===== src/design/sco_pkg.sv =====
package sco_pkg;

	// phase accumulator and lookup geometry
	localparam int TABLE_BITS = 12;
	localparam int PHASE_BITS = 32;
	localparam int QUARTER_SIZE = 1 << (TABLE_BITS - 2);
	localparam int ROM_ADDR_W = TABLE_BITS - 1;
	localparam int INC_W = 32;
	localparam int SAMPLE_W = 16;

	// register file
	localparam int REG_W = 32;
	localparam int ADDR_W = 4;
	localparam logic [REG_W-1:0] START_INC_RST = 32'd15500;
	localparam logic [REG_W-1:0] SWEEP_STEP_RST = 32'd620;
	localparam logic [REG_W-1:0] INC_LIMIT_RST = 32'd2147420300;

	typedef enum logic [1:0] {
		REG_START_INC  = 2'd0,
		REG_SWEEP_STEP = 2'd1,
		REG_INC_LIMIT  = 2'd2
	} reg_idx_t;

	// request queue between front and back
	localparam int REQ_DEPTH = 2;
	localparam int REQ_PTR_W = (REQ_DEPTH > 1) ? $clog2(REQ_DEPTH) : 1;
	localparam int REQ_CNT_W = $clog2(REQ_DEPTH + 1);

	typedef logic signed [SAMPLE_W-1:0] sample_t;

	typedef struct packed {
		logic [REG_W-1:0] start_inc;
		logic [REG_W-1:0] sweep_step;
		logic [REG_W-1:0] inc_limit;
	} cfg_t;

	// one lookup: mirrored quarter-wave address and sign
	typedef struct packed {
		logic [ROM_ADDR_W-1:0] addr;
		logic                  neg;
	} req_t;

endpackage


===== src/design/sco_req_fifo.sv =====
module sco_req_fifo import sco_pkg::*; (
	input  logic clk,
	input  logic arst_n,
	input  logic push,
	input  req_t wdata,
	input  logic pop,
	output req_t rdata,
	output logic full,
	output logic empty
);

	req_t                 mem_q [REQ_DEPTH];
	logic [REQ_PTR_W-1:0] wr_ptr_q;
	logic [REQ_PTR_W-1:0] rd_ptr_q;
	logic [REQ_CNT_W-1:0] count_q;
	logic                 do_push;
	logic                 do_pop;

	assign full = (count_q == REQ_CNT_W'(REQ_DEPTH));
	assign empty = (count_q == '0);
	assign do_push = push && !full;
	assign do_pop = pop && !empty;
	assign rdata = mem_q[rd_ptr_q];

	always_ff @(posedge clk) begin
		if (do_push) begin
			mem_q[wr_ptr_q] <= wdata;
		end
	end

	always_ff @(posedge clk or negedge arst_n) begin
		if (!arst_n) begin
			wr_ptr_q <= '0;
			rd_ptr_q <= '0;
			count_q <= '0;
		end else begin
			if (do_push) begin
				wr_ptr_q <= (wr_ptr_q == REQ_PTR_W'(REQ_DEPTH - 1)) ? '0 : wr_ptr_q + 1'b1;
			end
			if (do_pop) begin
				rd_ptr_q <= (rd_ptr_q == REQ_PTR_W'(REQ_DEPTH - 1)) ? '0 : rd_ptr_q + 1'b1;
			end
			if (do_push && !do_pop) begin
				count_q <= count_q + 1'b1;
			end else if (do_pop && !do_push) begin
				count_q <= count_q - 1'b1;
			end
		end
	end

endmodule


===== config.mk =====
export PLATFORM = sky130hd
export DESIGN_NAME = sco_req_fifo
export DESIGN_NICKNAME = d
export VERILOG_FILES = /design/src/design/sco_pkg.sv /design/src/design/sco_req_fifo.sv
export SDC_FILE = /design/constraint.sdc
export NUM_CORES = 1
export LEC_CHECK = 0
export BUFFER_PORTS_ARGS = -buffer_cell sky130_fd_sc_hd__buf_2
export CAP_MARGIN = 25
export CORE_MARGIN = 3
export CORE_UTILIZATION = 37
export DETAILED_ROUTE_END_ITERATION = 10
export SETUP_SLACK_MARGIN = 0.3
export SYNTH_ARGS = -nofsm -noshare
export SYNTH_HDL_FRONTEND = slang
export SYNTH_SLANG_ARGS = --single-unit
export TNS_END_PERCENT = 5

===== constraint.sdc =====
create_clock -name clk -period 2.7 [get_ports clk]
set_clock_uncertainty 0.2 [all_clocks]
set_input_delay 0.54 -clock clk [delete_from_list [all_inputs] [get_ports clk]]
set_output_delay 0.54 -clock clk [all_outputs]
set_load 0.02 [all_outputs]

==> impl_metrics.yaml <==
outcome:
  status: "finished clean"
synth:
  synth_area_um2: 1100
  synth_top_area_share_pct: 65.53
  synth_edf_count: 24
  synth_seq_cells: 28
  yosysWarnings: 0
  synth_common_cells: "24 x edfxtp_1, 9 x mux2_4, 4 x dfrtp_1"
  postSynthCellCount: 56
  synthArstFlopShare_pct: 14.29
  yosysUniqueCellTypes: 15
  syn_avg_cell_area_um2: 19.64
  synth_most_common_cell: "edfxtp_1"
  synth_area_leader_cell: "edfxtp_1"
  syn_nets: 73
  synth-seq-area-share_pct: 74.63
  yosys-top-cells-area: "edfxtp_1 66%, mux2_4 12%, dfrtp_1 9.1%"
  synth_ff_type: "edfxtp_1"
global_routing:
  grt_pass1_wl_um: 2546
  grt-ovfl-total: 0
  grtUsageTotal_pct: 9.660
  grt_max_degree: 16
  antenna_found_initial: 0
  grt_pass1_vias: 582
placed_design:
  dp.cells: 116
  placed_area_um2: 1280
  gp_congestion: 0.6167
  place_hpwl_um: 1212
  port_buffers: 29
finish:
  drive_gt1_share_pct: 50.00
  finish.utilization_pct: 46.97
  multi_input_area_um2: 260.3
  ff_latch_area_um2: 822.0
  layout.nets: 108
  fill_cells: 263
  final_cell_area_um2: 1318
  area_growth_pct: 19.79
  num_antenna_cells: 0
  layout.cells.non_filler: 121
power_and_ir_drop:
  ir_drop_v: 0.0004470
  leakagePower_nw: 0.5516
  seqPwrFrac_pct: 50.4
  p_int_mw: 0.9070
  power_density_nw_per_um2: 1047
  swShare_pct: 34.25
  clock_power_share_pct: 11.8
  fin_total_pwr_mw: 1.379
  power_frac_comb_pct: 37.8
  switchingPower_mw: 0.4725
timing:
  period_share_pct: 82.15
  rsz0062_at_grt: "no"
  fmax_mhz: 450.8
  hold_violations: 0
  min_period_ns: 2.218
  slew_violations: 0
  setup_violations: 0
  fin_tns_setup_ns: 0
  tightest_slew_ns: 0.5715
  max-slew-margin-rel_pct: 61.90
die:
  pin_count: 30
  chipHeight_um: 60.52
  core_um2: 2805
  chipWidth_um: 60.52
  die_area_um2: 3663
  initial_utilization_pct: 39.21
  rows: 19
route:
  routedWlPerCell_um: 13.51
  wirelength_um: 1635
  dr.pass1.iters: 2
  drtIter0Drc: 7
  vias: 567
  viasPerCell: 4.686
  drtAntennaViolNets: 0
  drc: 0
clocking:
  cts_tree: "yes"
  postCtsSetupBuffers: 0
  cts_num_sinks: 28
  clk_latency_ns: 0.31
  cts_root_buf: "clkbuf_4"
  cts.clk_slew.worst_paths_ns: 0.14
  cts_buffers: 3
  cts_buffer_depth: 2
  htree_levels: 1
setup_path:
  end_kind: "output pin"
  path_max_fanout: 13
  cp.required_ns: 1.96
  cp.arrival_ns: 1.48
  path_class: "reg -> out"
  crit_path_start_kind: "flop"
worst_hold_path:
  hp-class: "in -> reg"
job:
  maxCapViolations: 0
sequential cells by signal, indices dropped and copies added (netlist names):
signal    cells
mem_q        24
count_q       2
rd_ptr_q      1
wr_ptr_q      1
repair_timing:
item,CTS,global route
endpoints found under the hold margin,4,0
hold buffers,1,0
setup endpoints to repair,12,0
gates resized for setup,1,0
cell type report:
| type | count | area share [%] |
|---|---|---|
| clock buffers | 3 | 1.709 |
| repair buffers | 31 | 12.35 |
| multi-input cells | 25 | 19.75 |
| inverters | 2 | 0.5698 |
| flip-flops and latches | 28 | 62.39 |
| well taps | 31 | 2.944 |
| clock inverters | 1 | 0.2849 |
per-layer routing:
layer	track usage [%]	up-vias	routed length [um]	share of wire, %
met3	3.404	2	134	8.2
met5	0	-	0	0
li1	-	276	-	-
met1	12.00	270	708	43
met2	15.12	19	782	48
met4	4.644	0	9	0.55
per-stage QoR:
step	hold WS, ns	setup WS [ns]
2_1_floorplan	0.04441	0.9498
3_3_place_gp	0.1520	0.6088
3_5_place_dp	0.1548	0.5807
4_1_cts	0.1896	0.4407
5_1_grt	0.1690	0.3923
6_report	0.2050	0.4819
cells in the final DEF (no fill, tap or decap):
master         instances
dlygate4sd3_1          1
mux2_4                 9
mux2_2                 1
xnor2_1                3
clkbuf_4               3
buf_4                  1
nand2b_1               1
o21ai_1                1
inv_1                  2
clkinv_1               1
buf_2                 29
dfrtp_2                1
nand2_2                1
nor2_1                 3
and3_1                 1
edfxtp_1              24
dfrtp_1                3
xor2_1                 2
ha_1                   1
mux2_1                 2
worst max-delay path: stages, from the launching register on:
cell and delay (ns):
dfrtp_2 0.64, mux2_2 0.38, buf_2 0.15
logic make-up (layout without fill, tap and decap cells):
family	Yosys count	after routing	synth area share, %
xor+xnor	5	5	3.983
fa+ha+maj	1	1	1.137
simple gates	6	6	2.731
buf+inv	3	37	1.707
flops	28	28	74.63
compound gates	1	1	0.4546
mux	12	12	15.36
power by group through the flow:
stage / combinational (mW) / clock, mW / sequential, mW
2_1_floorplan: 0.438 / 0 / 0.653
3_3_place_gp: 0.528 / 0 / 0.701
3_5_place_dp: 0.534 / 0 / 0.708
4_1_cts: 0.532 / 0.176 / 0.700
5_1_grt: 0.568 / 0.193 / 0.712
6_report: 0.522 / 0.163 / 0.695
path summary, 6_finish.rpt:
kind                       depth (start not counted)              startpoint  slack (ns)                endpoint
max                                                2    rd_ptr_q$_DFFE_PN0P_        0.48                rdata[4]
min                                                1                wdata[2]        0.21   mem_q[1][2]$_DFFE_PP_
max reg2reg                                        2  count_q[0]$_DFFE_PN0P_        0.97   mem_q[1][3]$_DFFE_PP_
min reg2reg                                        1    wr_ptr_q$_DFFE_PN0P_        0.31    wr_ptr_q$_DFFE_PN0P_
max in group asynchronous                          2                  arst_n        1.82    rd_ptr_q$_DFFE_PN0P_
min in group asynchronous                          2                  arst_n        0.34  count_q[0]$_DFFE_PN0P_
No activity file was read; power rests on OpenSTA's default activity.
