$ cat src/design/sco_pkg.sv
package sco_pkg;

	// phase accumulator and lookup geometry
	localparam int TABLE_BITS = 12;
	localparam int PHASE_BITS = 32;
	localparam int QUARTER_SIZE = 1 << (TABLE_BITS - 2);
	localparam int ROM_ADDR_W = TABLE_BITS - 1;
	localparam int INC_W = 32;
	localparam int SAMPLE_W = 16;

	// register file
	localparam int REG_W = 32;
	localparam int ADDR_W = 4;
	localparam logic [REG_W-1:0] START_INC_RST = 32'd15500;
	localparam logic [REG_W-1:0] SWEEP_STEP_RST = 32'd620;
	localparam logic [REG_W-1:0] INC_LIMIT_RST = 32'd2147420300;

	typedef enum logic [1:0] {
		REG_START_INC  = 2'd0,
		REG_SWEEP_STEP = 2'd1,
		REG_INC_LIMIT  = 2'd2
	} reg_idx_t;

	// request queue between front and back
	localparam int REQ_DEPTH = 2;
	localparam int REQ_PTR_W = (REQ_DEPTH > 1) ? $clog2(REQ_DEPTH) : 1;
	localparam int REQ_CNT_W = $clog2(REQ_DEPTH + 1);

	typedef logic signed [SAMPLE_W-1:0] sample_t;

	typedef struct packed {
		logic [REG_W-1:0] start_inc;
		logic [REG_W-1:0] sweep_step;
		logic [REG_W-1:0] inc_limit;
	} cfg_t;

	// one lookup: mirrored quarter-wave address and sign
	typedef struct packed {
		logic [ROM_ADDR_W-1:0] addr;
		logic                  neg;
	} req_t;

endpackage

$ cat src/design/sco_front.sv
module sco_front import sco_pkg::*; (
	input  logic clk,
	input  logic arst_n,
	input  logic push,
	input  logic restart,
	input  cfg_t cfg,
	input  logic q_full,
	output logic full,
	output logic req_push,
	output req_t req_data
);

	typedef enum logic [1:0] {
		QUAD_FIRST  = 2'd0,
		QUAD_SECOND = 2'd1,
		QUAD_THIRD  = 2'd2,
		QUAD_FOURTH = 2'd3
	} quad_t;

	logic [PHASE_BITS-1:0] phase_q;
	logic [INC_W-1:0]      inc_q;
	logic [PHASE_BITS-1:0] phase_eff;
	logic [INC_W-1:0]      inc_eff;
	logic [INC_W:0]        grown;
	logic [INC_W-1:0]      inc_next;
	logic [TABLE_BITS-1:0] k;
	quad_t                 quad;
	logic [ROM_ADDR_W-1:0] r_ext;
	logic                  accept;

	assign full = q_full;
	assign accept = push && !q_full;
	assign req_push = accept;

	always_comb begin
		phase_eff = restart ? '0 : phase_q;
		inc_eff = restart ? cfg.start_inc : inc_q;
		grown = {1'b0, inc_eff} + {1'b0, cfg.sweep_step};
		// grown value past the limit (33-bit compare) falls back to start
		inc_next = (grown > {1'b0, cfg.inc_limit}) ? cfg.start_inc : grown[INC_W-1:0];
		k = phase_eff[PHASE_BITS-1 -: TABLE_BITS];
		quad = quad_t'(k[TABLE_BITS-1 -: 2]);
		r_ext = {1'b0, k[TABLE_BITS-3:0]};
		req_data.addr = r_ext;
		req_data.neg = 1'b0;
		case (quad)
			QUAD_FIRST: begin
				req_data.addr = r_ext;
				req_data.neg = 1'b0;
			end
			QUAD_SECOND: begin
				req_data.addr = ROM_ADDR_W'(QUARTER_SIZE) - r_ext;
				req_data.neg = 1'b1;
			end
			QUAD_THIRD: begin
				req_data.addr = r_ext;
				req_data.neg = 1'b1;
			end
			QUAD_FOURTH: begin
				req_data.addr = ROM_ADDR_W'(QUARTER_SIZE) - r_ext;
				req_data.neg = 1'b0;
			end
			default: begin
				req_data.addr = r_ext;
				req_data.neg = 1'b0;
			end
		endcase
	end

	always_ff @(posedge clk or negedge arst_n) begin
		if (!arst_n) begin
			phase_q <= '0;
			inc_q <= START_INC_RST;
		end else if (accept) begin
			phase_q <= phase_eff + PHASE_BITS'(inc_eff);
			inc_q <= inc_next;
		end
	end

endmodule

$ cat config.mk
export PLATFORM = sky130hd
export DESIGN_NAME = sco_front
export DESIGN_NICKNAME = d
export VERILOG_FILES = /design/src/design/sco_pkg.sv /design/src/design/sco_front.sv
export SDC_FILE = /design/constraint.sdc
export NUM_CORES = 1
export LEC_CHECK = 0
export BUFFER_PORTS_ARGS = -buffer_cell sky130_fd_sc_hd__buf_4
export CORE_ASPECT_RATIO = 0.8
export CORE_MARGIN = 3
export CORE_UTILIZATION = 24
export CTS_BUF_LIST = sky130_fd_sc_hd__clkbuf_4
export DETAILED_ROUTE_END_ITERATION = 16
export PLACE_DENSITY = 0.48
export SYNTH_ARGS = -nofsm -noshare
export SYNTH_HDL_FRONTEND = slang
export SYNTH_SLANG_ARGS = --single-unit
$ cat constraint.sdc
create_clock -name clk -period 5.6 [get_ports clk]
set_input_delay 0.28 -clock clk [delete_from_list [all_inputs] [get_ports clk]]
set_output_delay 0.28 -clock clk [all_outputs]
set_load 0.02 [all_outputs]
==> results.cfg <==
[outcome]
status = finished clean

[clocking]
htreeDepth = 3
clk_latency_ns = 0.48
cts.clk_slew.worst_paths_ns = 0.15
clock_sinks = 64
cts_buffers = 9
root_buffer = clkbuf_4
clk_path_buf_depth = 2
cts_tree = yes

[setup_path]
crit_buf_inv = 1
crit_family = compound AO/OA/AOI/OAI gates
worstPathRequired_ns = 5.93
cp_max_fo = 17
slowest_delay_ns = 0.59
startpoint_type = register
worstPathArrival_ns = 5.54
crit_chain = mux2_2, ha_1, fa_1, a211oi_2, nor2_2, o31a_1, o21a_2, a211oi_2, a211o_1, a31oi_1, xor2_1, ha_1, nand3_1, or4_1, o211ai_1, a211oi_4, buf_4, nand2_8, mux2i_2, o21ai_1
end_kind = register
critPathKind = register to register
slowest_stage = or4_1

[logic_synthesis]
synth.area.top_cells = dfrtp_1 (19%), ha_1 (17%), nand2_1 (4.9%)
ys_seq_area_share_pct = 21.6
synth_top_area_share_pct = 19.1
synthDistinctLibCells = 72
synth-seq-cells = 64
synth.net_count = 1093
yosys_warnings = 0
synthTopCellsByCount = ha_1 (100), nand2_1 (98), a21oi_1 (63)
syn-instance-count = 890
yosysTopAreaCell = dfrtp_1
synth_edf_count = 0
syn_avg_cell_area_um2 = 8.37
syn-cell-area_mm2 = 0.00745
yosysMostFrequentCell = ha_1
synthArstFlopShare_pct = 100
synth_top_flop_cell = dfrtp_1

[floorplan]
io_pins = 115
initial_core_util_pct = 24.5
die_w_um = 203
die_height_um = 164
die-area_mm2 = 0.0332
core_mm2 = 0.0305
rows = 57

[layout]
stdcell_count = 1421
final_nets = 1205
syn_to_final_growth_pct = 20.0
drive_above_1_share_pct = 21.1

[sta]
relSlewSlack_pct = 35.0
layout_min_cycle_time_ns = 5.22
fmax_mhz = 192
period_share_pct = 93.1
tightestPinTransition_ns = 0.976
drv_slew = 0
finalHoldViolCount = 0
final.setup_skew_ns = 0.0324
setup_violations = 0

[drt]
first_iter_violations = 298
avgViaCountPerCell = 4.68
drtPass1Iterations = 4
vias = 6649
wl_per_cell_um = 16.6
drtAntennaViolNets = 0
routed_wl_um = 23600
route.detailed.drc = 0

[global_routing]
grt_use_total_pct = 14.0
grt_max_degree = 65
grt_pass1_vias = 6497
grt_pass1_wl_um = 36800
antenna_found_initial = 1
overflow = 0

[place]
portBuffers = 114
dp.cells = 1400
place.gp.congestion = 0.863
post-dp-hpwl_um = 18500

[pwr]
p_leak_nw = 4.37
peakVddDrop_uv = 192
power_w = 0.00395
p_per_area_mw_per_mm2 = 442

[job]
maxCapViolations = 0

[min_path]
hold_path_class = input port to register
power by group:
part | internal [W] | switching [W] | leakage [nW]
Combinational | 0.00124 | 0.00162 | 3.52
Clock | 0.0000903 | 0.000202 | 0.0648
Sequential | 0.000692 | 0.000104 | 0.778
Total | 0.00202 | 0.00193 | 4.37
path summary, 6_finish.rpt:
path / from / end / slack [ns] / cells past startpoint
max in group asynchronous: arst_n / phase_q[15] / 4.46 / 2
max reg2reg: inc_q[0] / inc_q[1] / 0.38 / 20
min: cfg[91] / inc_q[27] / 0.09 / 3
min in group asynchronous: arst_n / inc_q[27] / 0.51 / 2
min reg2reg: inc_q[3] / inc_q[3] / 0.47 / 2
max: inc_q[0] / inc_q[1] / 0.38 / 20
what timing repair did:
action                     CTS  global route
buffers inserted             0             2
hold buffers                 1             0
setup endpoints to repair    0            32
resized for setup            0             6
hold endpoints to repair    30             0
cell families after synthesis:
logic type	count (synthesis)	share of synthesized area, %
AO/OA/AOI/OAI	279	24.2
XOR/XNOR	57	6.70
adder cells (fa/ha/maj)	102	17.3
buffers and inverters	82	4.87
flip-flops	64	21.6
multiplexers	63	9.00
AND/OR/NAND/NOR	243	16.3
sequential cells by signal, indices dropped and copies added (netlist names):
name / flops
phase_q: 32
inc_q: 32
layout by cell type (no fill, tap or decap), types with 40 or more instances in the layout:
cell     count
a21o_1      40
a21oi_1     63
buf_4      126
dfrtp_1     57
ha_1       100
inv_1       54
nand2_1     98
o21ai_0     58
o21ai_1     45
metal layers:
layer  wire, um  global-route usage, %
met2       9960                   21.0
met4        366                   3.68
met3        842                   2.15
met5          0                      0
met1      12500                   20.8
tightest hold or removal path: stages:
cell and delay [ns]:
buf_4 0.09, mux2i_1 0.06, o21ai_1 0.11
area by class of cell:
class / instances / area [um^2]
multi-input cells: 745 / 5530
clock inverters: 6 / 27.5
fillers: 3259 / 21500
diodes: 1 / 2.50
flip-flops and latches: 64 / 1610
repair buffers: 128 / 976
inverters: 54 / 203
well taps: 413 / 517
clock buffers: 10 / 75.1
metrics by stage:
step / worst slack, ns / cell area, um^2 / setup TNS, ns / util (%) / hold slack, ns
finish: 0.384 / 8940 / 0 / 29.4 / 0.0881
floorplan: 0.109 / 7450 / 0 / - / -0.0156
detailed placement: -0.150 / 8770 / -3.95 / 28.8 / 0.457
global route: -0.00128 / 8940 / -0.00128 / 29.4 / 0.0722
global placement: -0.0664 / 8770 / -1.35 / 28.8 / 0.448
CTS: 0.0898 / 8880 / 0 / 29.2 / 0.0604
No activity file was read; power rests on OpenSTA's default activity.
